[src/lmfs_pkg.sv]
`timescale 1ns / 1ps
// Shared types, operation codes and default sizes of the LED matrix scan core.
// No dependencies.
package lmfs_pkg;

  localparam int DEFAULT_GRID_COLUMNS = 2;
  localparam int DEFAULT_GRID_ROWS    = 2;

  localparam logic [2:0] OP_SET       = 3'd0;
  localparam logic [2:0] OP_CLR       = 3'd1;
  localparam logic [2:0] OP_TGL       = 3'd2;
  localparam logic [2:0] OP_GET       = 3'd3;
  localparam logic [2:0] OP_REFRESH   = 3'd4;
  localparam logic [2:0] OP_CLEAR_ALL = 3'd5;

  typedef struct packed {
    logic [2:0] kind;
    logic       in_range;
    logic [5:0] x;
    logic [5:0] y;
  } op_t;

  typedef struct packed {
    logic valid;
    op_t  op;
  } queue_head_t;

endpackage

[src/lmfs_front.sv]
`timescale 1ns / 1ps
// Front end: accepts items, decodes the command and range check, and queues them.
// Depends on lmfs_pkg.
module lmfs_front #(
  parameter int GRID_COLUMNS = lmfs_pkg::DEFAULT_GRID_COLUMNS,
  parameter int GRID_ROWS    = lmfs_pkg::DEFAULT_GRID_ROWS
) (
  input  logic                  clk,
  input  logic                  rst_n,
  input  logic                  in_valid,
  output logic                  in_stall,
  input  logic [2:0]            in_cmd,
  input  logic [5:0]            in_x,
  input  logic [5:0]            in_y,
  input  logic                  init_busy,
  input  logic                  pop,
  output lmfs_pkg::queue_head_t head
);

  localparam int QUEUE_DEPTH = 2;
  localparam int QPTR_W      = $clog2(QUEUE_DEPTH);
  localparam int QCNT_W      = $clog2(QUEUE_DEPTH + 1);
  localparam int PIX_COLS    = 8 * GRID_COLUMNS;
  localparam int PIX_ROWS    = 8 * GRID_ROWS;

  localparam logic [2:0] CMD_SET       = 3'd0;
  localparam logic [2:0] CMD_CLR       = 3'd1;
  localparam logic [2:0] CMD_TGL       = 3'd2;
  localparam logic [2:0] CMD_GET       = 3'd3;
  localparam logic [2:0] CMD_REFRESH   = 3'd4;
  localparam logic [2:0] CMD_CLEAR_ALL = 3'd5;

  lmfs_pkg::op_t     q_r [QUEUE_DEPTH];
  logic [QPTR_W-1:0] wr_ptr_r, wr_ptr_nxt;
  logic [QPTR_W-1:0] rd_ptr_r, rd_ptr_nxt;
  logic [QCNT_W-1:0] count_r, count_nxt;
  lmfs_pkg::op_t     op_in;
  logic              push;
  logic              do_pop;

  always_comb begin
    op_in.x = in_x;
    op_in.y = in_y;
    op_in.in_range = (32'(in_x) < PIX_COLS) && (32'(in_y) < PIX_ROWS);
    unique case (in_cmd)
      CMD_SET:       op_in.kind = lmfs_pkg::OP_SET;
      CMD_CLR:       op_in.kind = lmfs_pkg::OP_CLR;
      CMD_TGL:       op_in.kind = lmfs_pkg::OP_TGL;
      CMD_GET:       op_in.kind = lmfs_pkg::OP_GET;
      CMD_REFRESH:   op_in.kind = lmfs_pkg::OP_REFRESH;
      CMD_CLEAR_ALL: op_in.kind = lmfs_pkg::OP_CLEAR_ALL;
      default:       op_in.kind = lmfs_pkg::OP_SET;
    endcase
  end

  assign in_stall   = (count_r == QCNT_W'(QUEUE_DEPTH)) || init_busy;
  assign push       = in_valid && !in_stall;
  assign head.valid = (count_r != '0);
  assign head.op    = q_r[rd_ptr_r];
  assign do_pop     = pop && head.valid;

  always_comb begin
    wr_ptr_nxt = push ? QPTR_W'(wr_ptr_r + 1'b1) : wr_ptr_r;
    rd_ptr_nxt = do_pop ? QPTR_W'(rd_ptr_r + 1'b1) : rd_ptr_r;
    count_nxt  = count_r;
    if (push && !do_pop) begin
      count_nxt = QCNT_W'(count_r + 1'b1);
    end else if (do_pop && !push) begin
      count_nxt = QCNT_W'(count_r - 1'b1);
    end
  end

  always_ff @(posedge clk) begin
    if (!rst_n) begin
      wr_ptr_r <= '0;
      rd_ptr_r <= '0;
      count_r  <= '0;
    end else begin
      wr_ptr_r <= wr_ptr_nxt;
      rd_ptr_r <= rd_ptr_nxt;
      count_r  <= count_nxt;
    end
  end

  always_ff @(posedge clk) begin
    if (push) begin
      q_r[wr_ptr_r] <= op_in;
    end
  end

endmodule

[src/lmfs_back.sv]
`timescale 1ns / 1ps
// Back end: frame buffer memory, pixel read-modify-write, clear sweep, refresh scan
// and the output register. Depends on lmfs_pkg.
module lmfs_back #(
  parameter int GRID_COLUMNS = lmfs_pkg::DEFAULT_GRID_COLUMNS,
  parameter int GRID_ROWS    = lmfs_pkg::DEFAULT_GRID_ROWS
) (
  input  logic                  clk,
  input  logic                  rst_n,
  input  logic [7:0]            position_map,
  input  logic [11:0]           orientation_map,
  input  lmfs_pkg::queue_head_t head,
  output logic                  pop,
  output logic                  init_busy,
  output logic                  out_valid,
  input  logic                  out_stall,
  output logic                  out_pixel_on,
  output logic [15:0]           out_spi_word,
  output logic                  out_word_valid,
  output logic                  out_frame_end,
  output logic                  out_last
);

  localparam int DEVICES   = GRID_COLUMNS * GRID_ROWS;
  localparam int BUF_BYTES = DEVICES * 8;
  localparam int AW        = $clog2(BUF_BYTES);
  localparam int DEV_W     = (DEVICES > 1) ? $clog2(DEVICES) : 1;
  localparam int ROW_BYTES = 8 * GRID_COLUMNS;

  localparam logic [2:0] ST_CLEAR = 3'd0;
  localparam logic [2:0] ST_IDLE  = 3'd1;
  localparam logic [2:0] ST_PIX   = 3'd2;
  localparam logic [2:0] ST_LOAD  = 3'd3;
  localparam logic [2:0] ST_EMIT  = 3'd4;
  localparam logic [2:0] ST_DONE  = 3'd5;

  function automatic logic [7:0] rev8(input logic [7:0] v);
    logic [7:0] r;
    for (int i = 0; i < 8; i++) begin
      r[7-i] = v[i];
    end
    return r;
  endfunction

  logic [7:0]       mem [BUF_BYTES];
  logic [7:0]       rd_data_r;
  logic [AW-1:0]    rd_addr;
  logic             wr_en;
  logic [AW-1:0]    wr_addr;
  logic [7:0]       wr_data;

  logic [2:0]       state_r, state_nxt;
  logic             init_r, init_nxt;
  logic [AW-1:0]    clr_addr_r, clr_addr_nxt;
  logic [AW-1:0]    pix_addr_r, pix_addr_nxt;
  logic [2:0]       pix_bit_r, pix_bit_nxt;
  logic [2:0]       pix_kind_r, pix_kind_nxt;
  logic             pix_ok_r, pix_ok_nxt;
  logic [2:0]       digit_r, digit_nxt;
  logic [DEV_W-1:0] dev_r, dev_nxt;
  logic [3:0]       ld_cnt_r, ld_cnt_nxt;
  logic [3:0]       ld_prev;
  logic [7:0]       byte_r [8];
  logic [7:0]       byte_nxt [8];

  logic             out_valid_r, out_valid_nxt;
  logic             pixel_on_r, pixel_on_nxt;
  logic [15:0]      spi_word_r, spi_word_nxt;
  logic             word_valid_r, word_valid_nxt;
  logic             frame_end_r, frame_end_nxt;
  logic             last_r, last_nxt;
  logic             out_free;
  logic             out_load;

  logic [31:0]      head_addr32;
  logic [AW-1:0]    head_addr;
  logic [31:0]      dev32;
  logic [1:0]       slot2;
  logic [2:0]       code;
  logic [31:0]      slot32;
  logic             slot_ok;
  logic [31:0]      ld_addr32;
  logic [AW-1:0]    ld_addr;
  logic [2:0]       dsel;
  logic [7:0]       plain_b;
  logic [7:0]       gath_b;
  logic [7:0]       pre_b;
  logic [7:0]       disp_b;
  logic [7:0]       mask;
  logic [7:0]       new_b;
  logic             pix_on;

  assign init_busy = init_r;
  assign out_free  = !out_valid_r || !out_stall;
  assign pop       = (state_r == ST_IDLE) && head.valid;

  assign head_addr32 = 32'(head.op.y[5:3]) * ROW_BYTES + 32'(head.op.x);
  assign head_addr   = head.op.in_range ? head_addr32[AW-1:0] : '0;

  always_comb begin
    dev32 = 32'(dev_r);
    slot2 = 2'd0;
    code  = 3'd0;
    unique case (dev32[1:0])
      2'd0: begin
        slot2 = position_map[1:0];
        code  = orientation_map[2:0];
      end
      2'd1: begin
        slot2 = position_map[3:2];
        code  = orientation_map[5:3];
      end
      2'd2: begin
        slot2 = position_map[5:4];
        code  = orientation_map[8:6];
      end
      default: begin
        slot2 = position_map[7:6];
        code  = orientation_map[11:9];
      end
    endcase
    if (dev32 < 32'd4) begin
      slot32 = 32'(slot2);
    end else begin
      slot32 = dev32;
      code   = 3'd0;
    end
    slot_ok   = slot32 < DEVICES;
    ld_addr32 = (slot32 << 3) | 32'(ld_cnt_r[2:0]);
    ld_addr   = ld_addr32[AW-1:0];
  end

  always_comb begin
    dsel    = code[0] ? 3'(3'd7 - digit_r) : digit_r;
    plain_b = byte_r[dsel];
    for (int i = 0; i < 8; i++) begin
      gath_b[i] = byte_r[i][dsel];
    end
    pre_b  = code[2] ? gath_b : plain_b;
    disp_b = code[1] ? rev8(pre_b) : pre_b;
    if (!slot_ok) begin
      disp_b = 8'h00;
    end
  end

  always_comb begin
    mask = 8'h01 << pix_bit_r;
    unique case (pix_kind_r)
      lmfs_pkg::OP_CLR: begin
        new_b  = rd_data_r & ~mask;
        pix_on = 1'b0;
      end
      lmfs_pkg::OP_TGL: begin
        new_b  = rd_data_r ^ mask;
        pix_on = |(new_b & mask);
      end
      lmfs_pkg::OP_GET: begin
        new_b  = rd_data_r;
        pix_on = |(rd_data_r & mask);
      end
      default: begin
        new_b  = rd_data_r | mask;
        pix_on = 1'b1;
      end
    endcase
  end

  always_comb begin
    unique case (state_r)
      ST_IDLE: rd_addr = head_addr;
      ST_LOAD: rd_addr = ld_addr;
      default: rd_addr = pix_addr_r;
    endcase
  end

  always_comb begin
    state_nxt      = state_r;
    init_nxt       = init_r;
    clr_addr_nxt   = clr_addr_r;
    pix_addr_nxt   = pix_addr_r;
    pix_bit_nxt    = pix_bit_r;
    pix_kind_nxt   = pix_kind_r;
    pix_ok_nxt     = pix_ok_r;
    digit_nxt      = digit_r;
    dev_nxt        = dev_r;
    ld_cnt_nxt     = ld_cnt_r;
    ld_prev        = 4'(ld_cnt_r - 4'd1);
    byte_nxt       = byte_r;
    wr_en          = 1'b0;
    wr_addr        = pix_addr_r;
    wr_data        = new_b;
    out_load       = 1'b0;
    pixel_on_nxt   = pixel_on_r;
    spi_word_nxt   = spi_word_r;
    word_valid_nxt = word_valid_r;
    frame_end_nxt  = frame_end_r;
    last_nxt       = last_r;

    unique case (state_r)
      ST_CLEAR: begin
        wr_en        = 1'b1;
        wr_addr      = clr_addr_r;
        wr_data      = 8'h00;
        clr_addr_nxt = AW'(clr_addr_r + 1'b1);
        if (32'(clr_addr_r) == BUF_BYTES - 1) begin
          clr_addr_nxt = '0;
          if (init_r) begin
            init_nxt  = 1'b0;
            state_nxt = ST_IDLE;
          end else begin
            state_nxt = ST_DONE;
          end
        end
      end
      ST_IDLE: begin
        if (head.valid) begin
          pix_addr_nxt = head_addr;
          pix_bit_nxt  = head.op.y[2:0];
          pix_kind_nxt = head.op.kind;
          pix_ok_nxt   = head.op.in_range;
          digit_nxt    = 3'd0;
          dev_nxt      = DEV_W'(DEVICES - 1);
          ld_cnt_nxt   = 4'd0;
          clr_addr_nxt = '0;
          unique case (head.op.kind)
            lmfs_pkg::OP_REFRESH:   state_nxt = ST_LOAD;
            lmfs_pkg::OP_CLEAR_ALL: state_nxt = ST_CLEAR;
            default:                state_nxt = ST_PIX;
          endcase
        end
      end
      ST_PIX: begin
        if (out_free) begin
          wr_en          = pix_ok_r && (pix_kind_r != lmfs_pkg::OP_GET);
          out_load       = 1'b1;
          pixel_on_nxt   = pix_ok_r && pix_on;
          spi_word_nxt   = 16'h0000;
          word_valid_nxt = 1'b0;
          frame_end_nxt  = 1'b0;
          last_nxt       = 1'b1;
          state_nxt      = ST_IDLE;
        end
      end
      ST_LOAD: begin
        if (!slot_ok) begin
          state_nxt = ST_EMIT;
        end else begin
          if (ld_cnt_r != 4'd0) begin
            byte_nxt[ld_prev[2:0]] = rd_data_r;
          end
          if (ld_cnt_r == 4'd8) begin
            state_nxt = ST_EMIT;
          end else begin
            ld_cnt_nxt = 4'(ld_cnt_r + 4'd1);
          end
        end
      end
      ST_EMIT: begin
        if (out_free) begin
          out_load       = 1'b1;
          pixel_on_nxt   = 1'b0;
          spi_word_nxt   = {4'h0, 4'(4'(digit_r) + 4'd1), disp_b};
          word_valid_nxt = 1'b1;
          frame_end_nxt  = (dev_r == '0);
          last_nxt       = (dev_r == '0) && (digit_r == 3'd7);
          ld_cnt_nxt     = 4'd0;
          state_nxt      = ST_LOAD;
          if (dev_r == '0) begin
            dev_nxt = DEV_W'(DEVICES - 1);
            if (digit_r == 3'd7) begin
              digit_nxt = 3'd0;
              dev_nxt   = '0;
              state_nxt = ST_IDLE;
            end else begin
              digit_nxt = 3'(digit_r + 3'd1);
            end
          end else begin
            dev_nxt = DEV_W'(dev_r - 1'b1);
          end
        end
      end
      ST_DONE: begin
        if (out_free) begin
          out_load       = 1'b1;
          pixel_on_nxt   = 1'b0;
          spi_word_nxt   = 16'h0000;
          word_valid_nxt = 1'b0;
          frame_end_nxt  = 1'b0;
          last_nxt       = 1'b1;
          state_nxt      = ST_IDLE;
        end
      end
      default: begin
        state_nxt = ST_IDLE;
      end
    endcase

    if (out_load) begin
      out_valid_nxt = 1'b1;
    end else if (!out_stall) begin
      out_valid_nxt = 1'b0;
    end else begin
      out_valid_nxt = out_valid_r;
    end
  end

  always_ff @(posedge clk) begin
    if (!rst_n) begin
      state_r     <= ST_CLEAR;
      init_r      <= 1'b1;
      clr_addr_r  <= '0;
      digit_r     <= 3'd0;
      dev_r       <= '0;
      ld_cnt_r    <= 4'd0;
      out_valid_r <= 1'b0;
    end else begin
      state_r     <= state_nxt;
      init_r      <= init_nxt;
      clr_addr_r  <= clr_addr_nxt;
      digit_r     <= digit_nxt;
      dev_r       <= dev_nxt;
      ld_cnt_r    <= ld_cnt_nxt;
      out_valid_r <= out_valid_nxt;
    end
  end

  always_ff @(posedge clk) begin
    pix_addr_r   <= pix_addr_nxt;
    pix_bit_r    <= pix_bit_nxt;
    pix_kind_r   <= pix_kind_nxt;
    pix_ok_r     <= pix_ok_nxt;
    byte_r       <= byte_nxt;
    pixel_on_r   <= pixel_on_nxt;
    spi_word_r   <= spi_word_nxt;
    word_valid_r <= word_valid_nxt;
    frame_end_r  <= frame_end_nxt;
    last_r       <= last_nxt;
  end

  always_ff @(posedge clk) begin
    if (wr_en) begin
      mem[wr_addr] <= wr_data;
    end
    rd_data_r <= mem[rd_addr];
  end

  assign out_valid      = out_valid_r;
  assign out_pixel_on   = pixel_on_r;
  assign out_spi_word   = spi_word_r;
  assign out_word_valid = word_valid_r;
  assign out_frame_end  = frame_end_r;
  assign out_last       = last_r;

endmodule

[src/led_matrix_framebuffer_scan_core.sv]
`timescale 1ns / 1ps
// Top level of the LED matrix frame buffer scan core: configuration registers,
// front end queue and back end. Depends on lmfs_pkg, lmfs_front and lmfs_back.
//
// Pixel commands (set, clear, toggle, get) take the item from the queue and read the
// buffer byte through the single memory read port, then write it back and register
// the result. A clear-all sweeps the 8*GRID_COLUMNS*GRID_ROWS bytes of the buffer at
// one byte a cycle, then registers its result. A refresh gives 8*GRID_COLUMNS*GRID_ROWS
// words; for each word of a placed device the back end reads that device's eight
// bytes through the registered read port and then emits the word, and a device whose
// slot lies beyond the grid skips the reads and gives a zero byte. A stalled result
// holds the back end until it leaves. After reset the buffer is cleared by the same
// sweep while in_stall is high; configuration writes are taken throughout. A two-entry
// queue sits between the input side and the buffer engine, and results leave through
// a register.
module led_matrix_framebuffer_scan_core #(
  parameter int GRID_COLUMNS = lmfs_pkg::DEFAULT_GRID_COLUMNS,
  parameter int GRID_ROWS    = lmfs_pkg::DEFAULT_GRID_ROWS
) (
  input  logic        clk,
  input  logic        rst_n,
  input  logic        in_valid,
  output logic        in_stall,
  input  logic [2:0]  in_cmd,
  input  logic [5:0]  in_x,
  input  logic [5:0]  in_y,
  output logic        out_valid,
  input  logic        out_stall,
  output logic        out_pixel_on,
  output logic [15:0] out_spi_word,
  output logic        out_word_valid,
  output logic        out_frame_end,
  output logic        out_last,
  input  logic        cfg_valid,
  output logic        cfg_ready,
  input  logic [1:0]  cfg_index,
  input  logic [11:0] cfg_data
);

  localparam logic [1:0]  CFG_POSITION_MAP    = 2'd0;
  localparam logic [1:0]  CFG_ORIENTATION_MAP = 2'd1;
  localparam logic [7:0]  POSITION_RESET      = 8'd120;
  localparam logic [11:0] ORIENTATION_RESET   = 12'd2934;

  logic [7:0]            position_map_r, position_map_nxt;
  logic [11:0]           orientation_map_r, orientation_map_nxt;
  lmfs_pkg::queue_head_t head;
  logic                  pop;
  logic                  init_busy;

  assign cfg_ready = 1'b1;

  always_comb begin
    position_map_nxt    = position_map_r;
    orientation_map_nxt = orientation_map_r;
    if (cfg_valid && cfg_ready) begin
      unique case (cfg_index)
        CFG_POSITION_MAP:    position_map_nxt = cfg_data[7:0];
        CFG_ORIENTATION_MAP: orientation_map_nxt = cfg_data;
        default:             ;
      endcase
    end
  end

  always_ff @(posedge clk) begin
    if (!rst_n) begin
      position_map_r    <= POSITION_RESET;
      orientation_map_r <= ORIENTATION_RESET;
    end else begin
      position_map_r    <= position_map_nxt;
      orientation_map_r <= orientation_map_nxt;
    end
  end

  lmfs_front #(
    .GRID_COLUMNS (GRID_COLUMNS),
    .GRID_ROWS    (GRID_ROWS)
  ) u_front (
    .clk       (clk),
    .rst_n     (rst_n),
    .in_valid  (in_valid),
    .in_stall  (in_stall),
    .in_cmd    (in_cmd),
    .in_x      (in_x),
    .in_y      (in_y),
    .init_busy (init_busy),
    .pop       (pop),
    .head      (head)
  );

  lmfs_back #(
    .GRID_COLUMNS (GRID_COLUMNS),
    .GRID_ROWS    (GRID_ROWS)
  ) u_back (
    .clk             (clk),
    .rst_n           (rst_n),
    .position_map    (position_map_r),
    .orientation_map (orientation_map_r),
    .head            (head),
    .pop             (pop),
    .init_busy       (init_busy),
    .out_valid       (out_valid),
    .out_stall       (out_stall),
    .out_pixel_on    (out_pixel_on),
    .out_spi_word    (out_spi_word),
    .out_word_valid  (out_word_valid),
    .out_frame_end   (out_frame_end),
    .out_last        (out_last)
  );

endmodule

[config.mk]
export PLATFORM = sky130hd
export DESIGN_NAME = led_matrix_framebuffer_scan_core
export DESIGN_NICKNAME = d
export VERILOG_FILES = /design/src/lmfs_pkg.sv /design/src/lmfs_front.sv /design/src/lmfs_back.sv /design/src/led_matrix_framebuffer_scan_core.sv
export SDC_FILE = /design/constraint.sdc
export NUM_CORES = 1
export LEC_CHECK = 0
export ABC_AREA = 1
export BUFFER_PORTS_ARGS = -buffer_cell sky130_fd_sc_hd__buf_2
export CAP_MARGIN = 20
export CORE_MARGIN = 2
export CORE_UTILIZATION = 60
export CTS_CLUSTER_DIAMETER = 60
export DETAILED_ROUTE_END_ITERATION = 8
export PLACE_DENSITY_LB_ADDON = 0.1
export SYNTH_ARGS = -nofsm -noshare
export SYNTH_HDL_FRONTEND = slang
export SYNTH_HIERARCHICAL = 1
export SYNTH_SLANG_ARGS = --single-unit
[constraint.sdc]
create_clock -name clk -period 5.7 [get_ports clk]
set_input_delay 0.57 -clock clk [delete_from_list [all_inputs] [get_ports clk]]
set_output_delay 0.57 -clock clk [all_outputs]
set_load 0.02 [all_outputs]
Word-level counts from Yosys, hierarchy flattened
Memories as Yosys holds them, arrays and structs flattened. A register that Yosys moved wholly into a read port is not among the register bits.
Index checks and enable logic that the tools add are counted.

operators by class
  multiplexer cells = 90
  reduce and logical (&&, ||, !) cells = 45
  equal/unequal tests = 34
  bitwise logic cells = 9
  add/sub/neg operators = 12
  shift-type cells = 1
  $lt $le $gt $ge = 7

operators by type and width
  operator              number
  $bwmux W64            1
  $mux W8               7
  $mux W3               13
  $mux W16              2
  $pmux W16 S2          1
  $pmux W3 S5           2
  $and A8 B8 Y8         3
  $bmux W1 S3           8
  $bmux W8 S3           1
  $demux W8 S3          1
  $mux W1               24
  $pmux W8 S3           1
  $eq A3 B3 Y1 const B  7
  $mux W5               4
  $pmux W5 S2           2
  $eq A3 B2 Y1 const B  6
  $ne A2 B1 Y1 const B  9
  $mux W4               4
  $reduce_or A8 Y1      2
  $mux W2               7
  $lt A6 B5 Y1 const B  2
  $pmux W4 S3           1
  $reduce_and A3 Y1     4
  $reduce_bool A2 Y1    6
  other kinds (46)      80

storage, ports and cells
  register bits after elaboration = 139
  input port bits = 34
  memories kept = 2
  RAM bits = 288

memories
  name         depth  bits a word  rd ports  clocked after memory_dff  write ports  RTL line          source
  u_back.mem   32     8            1         1                         1            lmfs_back.sv:45   logic [7:0] mem [BUF_BYTES];
  u_front.q_r  2      16           1         1                         1            lmfs_front.sv:33  lmfs_pkg::op_t q_r [QUEUE_DEPTH];

Depth between registers and ports, before layout
  depth after elaboration = 12
  gate-level depth with buffers = 17

Cells and area by module
The synthesis kept the hierarchy.

by module, submodules not included
  module                            area each (µm²)  instances  cells each  seq. area each (µm²)
  lmfs_back                         17065.1          1          1583        10990.5
  lmfs_front                        1526.5           1          99          1061.0
  led_matrix_framebuffer_scan_core  843.3            1          109         400.4

Least setup slack after synthesis
Ideal clock, no wire load.

  kind = reg2reg
  start = register u_back.pix_bit_r[2]
  end = memory u_back.mem[0][6] (data pin)
  data required time = 5233 ps
  setup slack = 2606 ps
  arrival time = 2627 ps
  stages on the path, launching flop included = 7
  cells stage by stage = edfxtp_1 -> inv_1 -> nor3_1 -> ha_1 -> o22ai_1 -> a311oi_1 -> a211oi_1

between the ends
  cells in the longest elaborated chain, start to end = 5

RTL lines
  element                      RTL line          source
  start, declared              lmfs_back.sv:56   logic [2:0] pix_bit_r, pix_bit_nxt;
  start signal, assigned       lmfs_back.sv:329  pix_bit_r <= pix_bit_nxt;
  $shl A1 B3 Y8 (*)            lmfs_back.sv:147  mask = 8'h01 << pix_bit_r;
  $not A8 Y8                   lmfs_back.sv:150  new_b = rd_data_r & ~mask;
  $and A8 B8 Y8                lmfs_back.sv:150
  $pmux W8 S3 (*)              lmfs_back.sv:148  unique case (pix_kind_r)
  $mux W8 (*)                  lmfs_back.sv:199  unique case (state_r)
  named net u_back.wr_data[6]  lmfs_back.sv:50   logic [7:0] wr_data;
  end, declared                lmfs_back.sv:45

Mark *: on every way through the listed nets, which the timed path passes. The rest lies on a longest branch.

Worst setup path in the final report
  start = register u_back.state_r[0]
  end = memory u_back.mem[5][6] (enable)

between the ends
  cells in the longest elaborated chain, start to end = 4

RTL lines
  element                                                  RTL line          source
  start, declared                                          lmfs_back.sv:52   logic [2:0] state_r, state_nxt;
  start signal, assigned                                   lmfs_back.sv:317  state_r <= state_nxt;
  $eq A3 B2 Y1 / $logic_not A3 Y1 (equally long branches)  lmfs_back.sv:199
  $pmux W1 S2                                              lmfs_back.sv:199
  $mux W1                                                  lmfs_back.sv:341  if (wr_en) begin
  $mux W1 (not written as such)                            lmfs_back.sv:342  mem[wr_addr] <= wr_data;

Parallel ways exist; a longest one is shown, timed or not.

==> results.sh <==
export IMPL_status="finished clean"
export IMPL_drt_iter0_markers=1482
export IMPL_dpl_cell_area_sq_um=19720
export IMPL_p_leak_nw=7.873
export IMPL_p_int_mw=6.579
export IMPL_syn_area_per_cell_sq_um=10.78
export IMPL_grtUsageTotal_pct=26.72
export IMPL_ios=57
export IMPL_globalplace_congestion=0.9037
export IMPL_tightest_slew_ns=1.128
export IMPL_postCtsHoldBufs=0
export IMPL_reg2reg_depth=7
export IMPL_grt_pass1_wl_mm=69.76
export IMPL_p_total_mw=10.52
export IMPL_cp_end_kind="flop"
export IMPL_fin_cells=2254
export IMPL_vias=13221
export IMPL_io_buffer_count=51
export IMPL_path_class="reg2reg"
export IMPL_p_sw_share_pct=37.46
export IMPL_die_x_um=182.9
export IMPL_pwr_share_comb_pct=32.9
export IMPL_design_area_sq_um=21160
export IMPL_clk_pin_slew_ns=0.06
export IMPL_final_net_count=1891
export IMPL_vdd_drop_max_v=0.0002811
export IMPL_relSlewSlack_pct=24.75
export IMPL_core_area_sq_um=31560
export IMPL_maxCapViolations=0
export IMPL_clockBufferDepth=3
export IMPL_post_cts_resized=0
export IMPL_fmax_ghz=0.2883
export IMPL_cts_max_level=2
export IMPL_crit_arrival_ns=3.65
export IMPL_syn_instance_count=1782
export IMPL_clkSinkCount=426
export IMPL_synth_area_sq_um=19210
export IMPL_detail_route_antenna_nets=0
export IMPL_period_share_pct=60.85
export IMPL_first_pass_iters=5
export IMPL_slew_violations=0
export IMPL_grt_pass1_vias=12670
export IMPL_pwr_share_seq_pct=41.0
export IMPL_setup_viol=0
export IMPL_switching_power_mw=3.941
export IMPL_critical_path_required_ns=5.88
export IMPL_timing_final_hold_violations=0
export IMPL_grt_max_degree=129
export IMPL_wire_per_inst_um=19.54
export IMPL_dp_cells=2167
export IMPL_hold_depth=1
export IMPL_rows=65
export IMPL_cts_root_buf="clkbuf_16"
export IMPL_start_kind="flop"
export IMPL_cts_inserted_buffers=46
export IMPL_rsz0062_at_grt="no"
export IMPL_vias_per_cell=5.866
export IMPL_yosysWarnings=6
export IMPL_fin_crit_ns=3.469
export IMPL_powerDensity_nw_per_um2=497.1
export IMPL_clock_skew_ns=0.01227
export IMPL_drc=0
export IMPL_post_cts_buffers=0
export IMPL_die_h_um=182.9
export IMPL_start_util_pct=60.89
export IMPL_critPathMaxFanout=15
export IMPL_drive_gt1_share_pct=13.61
export IMPL_hold_path_class="in2reg"
export IMPL_dp_hpwl_mm=27.65
export IMPL_die_area_sq_um=33470
export IMPL_clkPwrFrac_pct=26.1
export IMPL_totalWireLength_mm=44.04
export IMPL_antenna_found_initial=0
export IMPL_clk_latency_ns=0.56
export IMPL_grt_ovfl_total=0
export IMPL_diodes=0
export IMPL_tritoncts="yes"
export IMPL_syn2layout_area_growth_pct=10.13
export IMPL_tns_ns=0
placed cells by master (no fill, tap or decap), types with 4 or more instances in the layout:
cell type	count
a211oi_4	5
a21oi_1	28
a21oi_2	4
a311oi_1	5
a31oi_1	5
buf_2	51
buf_4	19
clkbuf_1	10
clkbuf_16	46
clkinv_1	11
clkinv_2	9
conb_1	5
dfxtp_1	52
edfxtp_1	374
ha_1	41
inv_1	108
inv_2	4
mux2_2	5
mux2_4	8
nand2_1	253
nand2_2	4
nand3_1	262
nand4_1	11
nor2_1	231
nor3_1	19
nor4_1	5
o211ai_1	64
o21ai_0	89
o21ai_1	11
o22ai_1	10
or2_2	68
power by group through the flow:
stage          combinational (mW)  sequential (mW)  clock (mW)
3_5_place_dp                 3.39             4.37           0
3_3_place_gp                 3.34             4.37           0
5_1_grt                      3.82             4.34        2.91
4_1_cts                      3.41             4.31        2.79
2_1_floorplan                2.30             4.35           0
6_report                     3.46             4.31        2.75
critical path, stage by stage (launching register included):
cell and delay, ns:
dfxtp_1 0.42, nor2_1 0.07, nand2_1 0.37, inv_1 0.41, or2_2 0.38, o21ai_0 0.16, nand3_1 0.54, nor2_1 0.73
per-layer routing:
metal	vias to the layer above	GRT usage (%)	share of wire [%]
li1	6328	-	-
met1	6258	37.82	44
met2	544	42.94	46
met3	91	3.932	7.3
met4	0	8.928	3.0
met5	-	0	0
layout make-up:
cell class              instances  area [sq um]
clock buffers                  56          1189
clock inverters                28         209.0
fillers                      2366         10400
inverters                     115         432.9
multi-input cells            1155          6118
flip-flops and latches        426         12270
well taps                     402         503.0
repair buffers                 72         436.7
registers in the layout (all words and copies together) (netlist names), 2 cells and up, named ones only:
register             cells
u_front/count_r          2
u_back/digit_r           3
u_back/dev_r             2
u_back/pix_addr_r        5
u_back/rd_data_r         8
orientation_map_r       12
position_map_r           8
u_back/state_r           3
u_back/byte_r           64
u_back/pix_kind_r        3
u_back/out_spi_word     12
u_front/q_r             26
u_back/ld_cnt_r          4
u_back/clr_addr_r        5
u_back/mem             256
u_back/pix_bit_r         3
worst paths after layout:
path                     start                end  slack (ns)
max reg2reg  u_back/state_r[0]   u_back/mem[5][6]        2.23
max          u_back/state_r[0]   u_back/mem[5][6]        2.23
min reg2reg  position_map_r[4]  position_map_r[4]        0.46
min                    in_x[1]  u_front/q_r[1][7]        0.20
metrics by stage:
step | hold slack (ns) | worst slack [ns] | util [%]
4_1_cts | 0.1826 | 2.269 | 66.91
2_1_floorplan | 0.4236 | 2.606 | -
3_5_place_dp | 0.4427 | 2.282 | 62.48
5_1_grt | 0.1925 | 1.992 | 67.06
3_3_place_gp | 0.4410 | 2.311 | 62.48
6_report | 0.2010 | 2.231 | 67.06
Power figures use the tool's default switching activity.
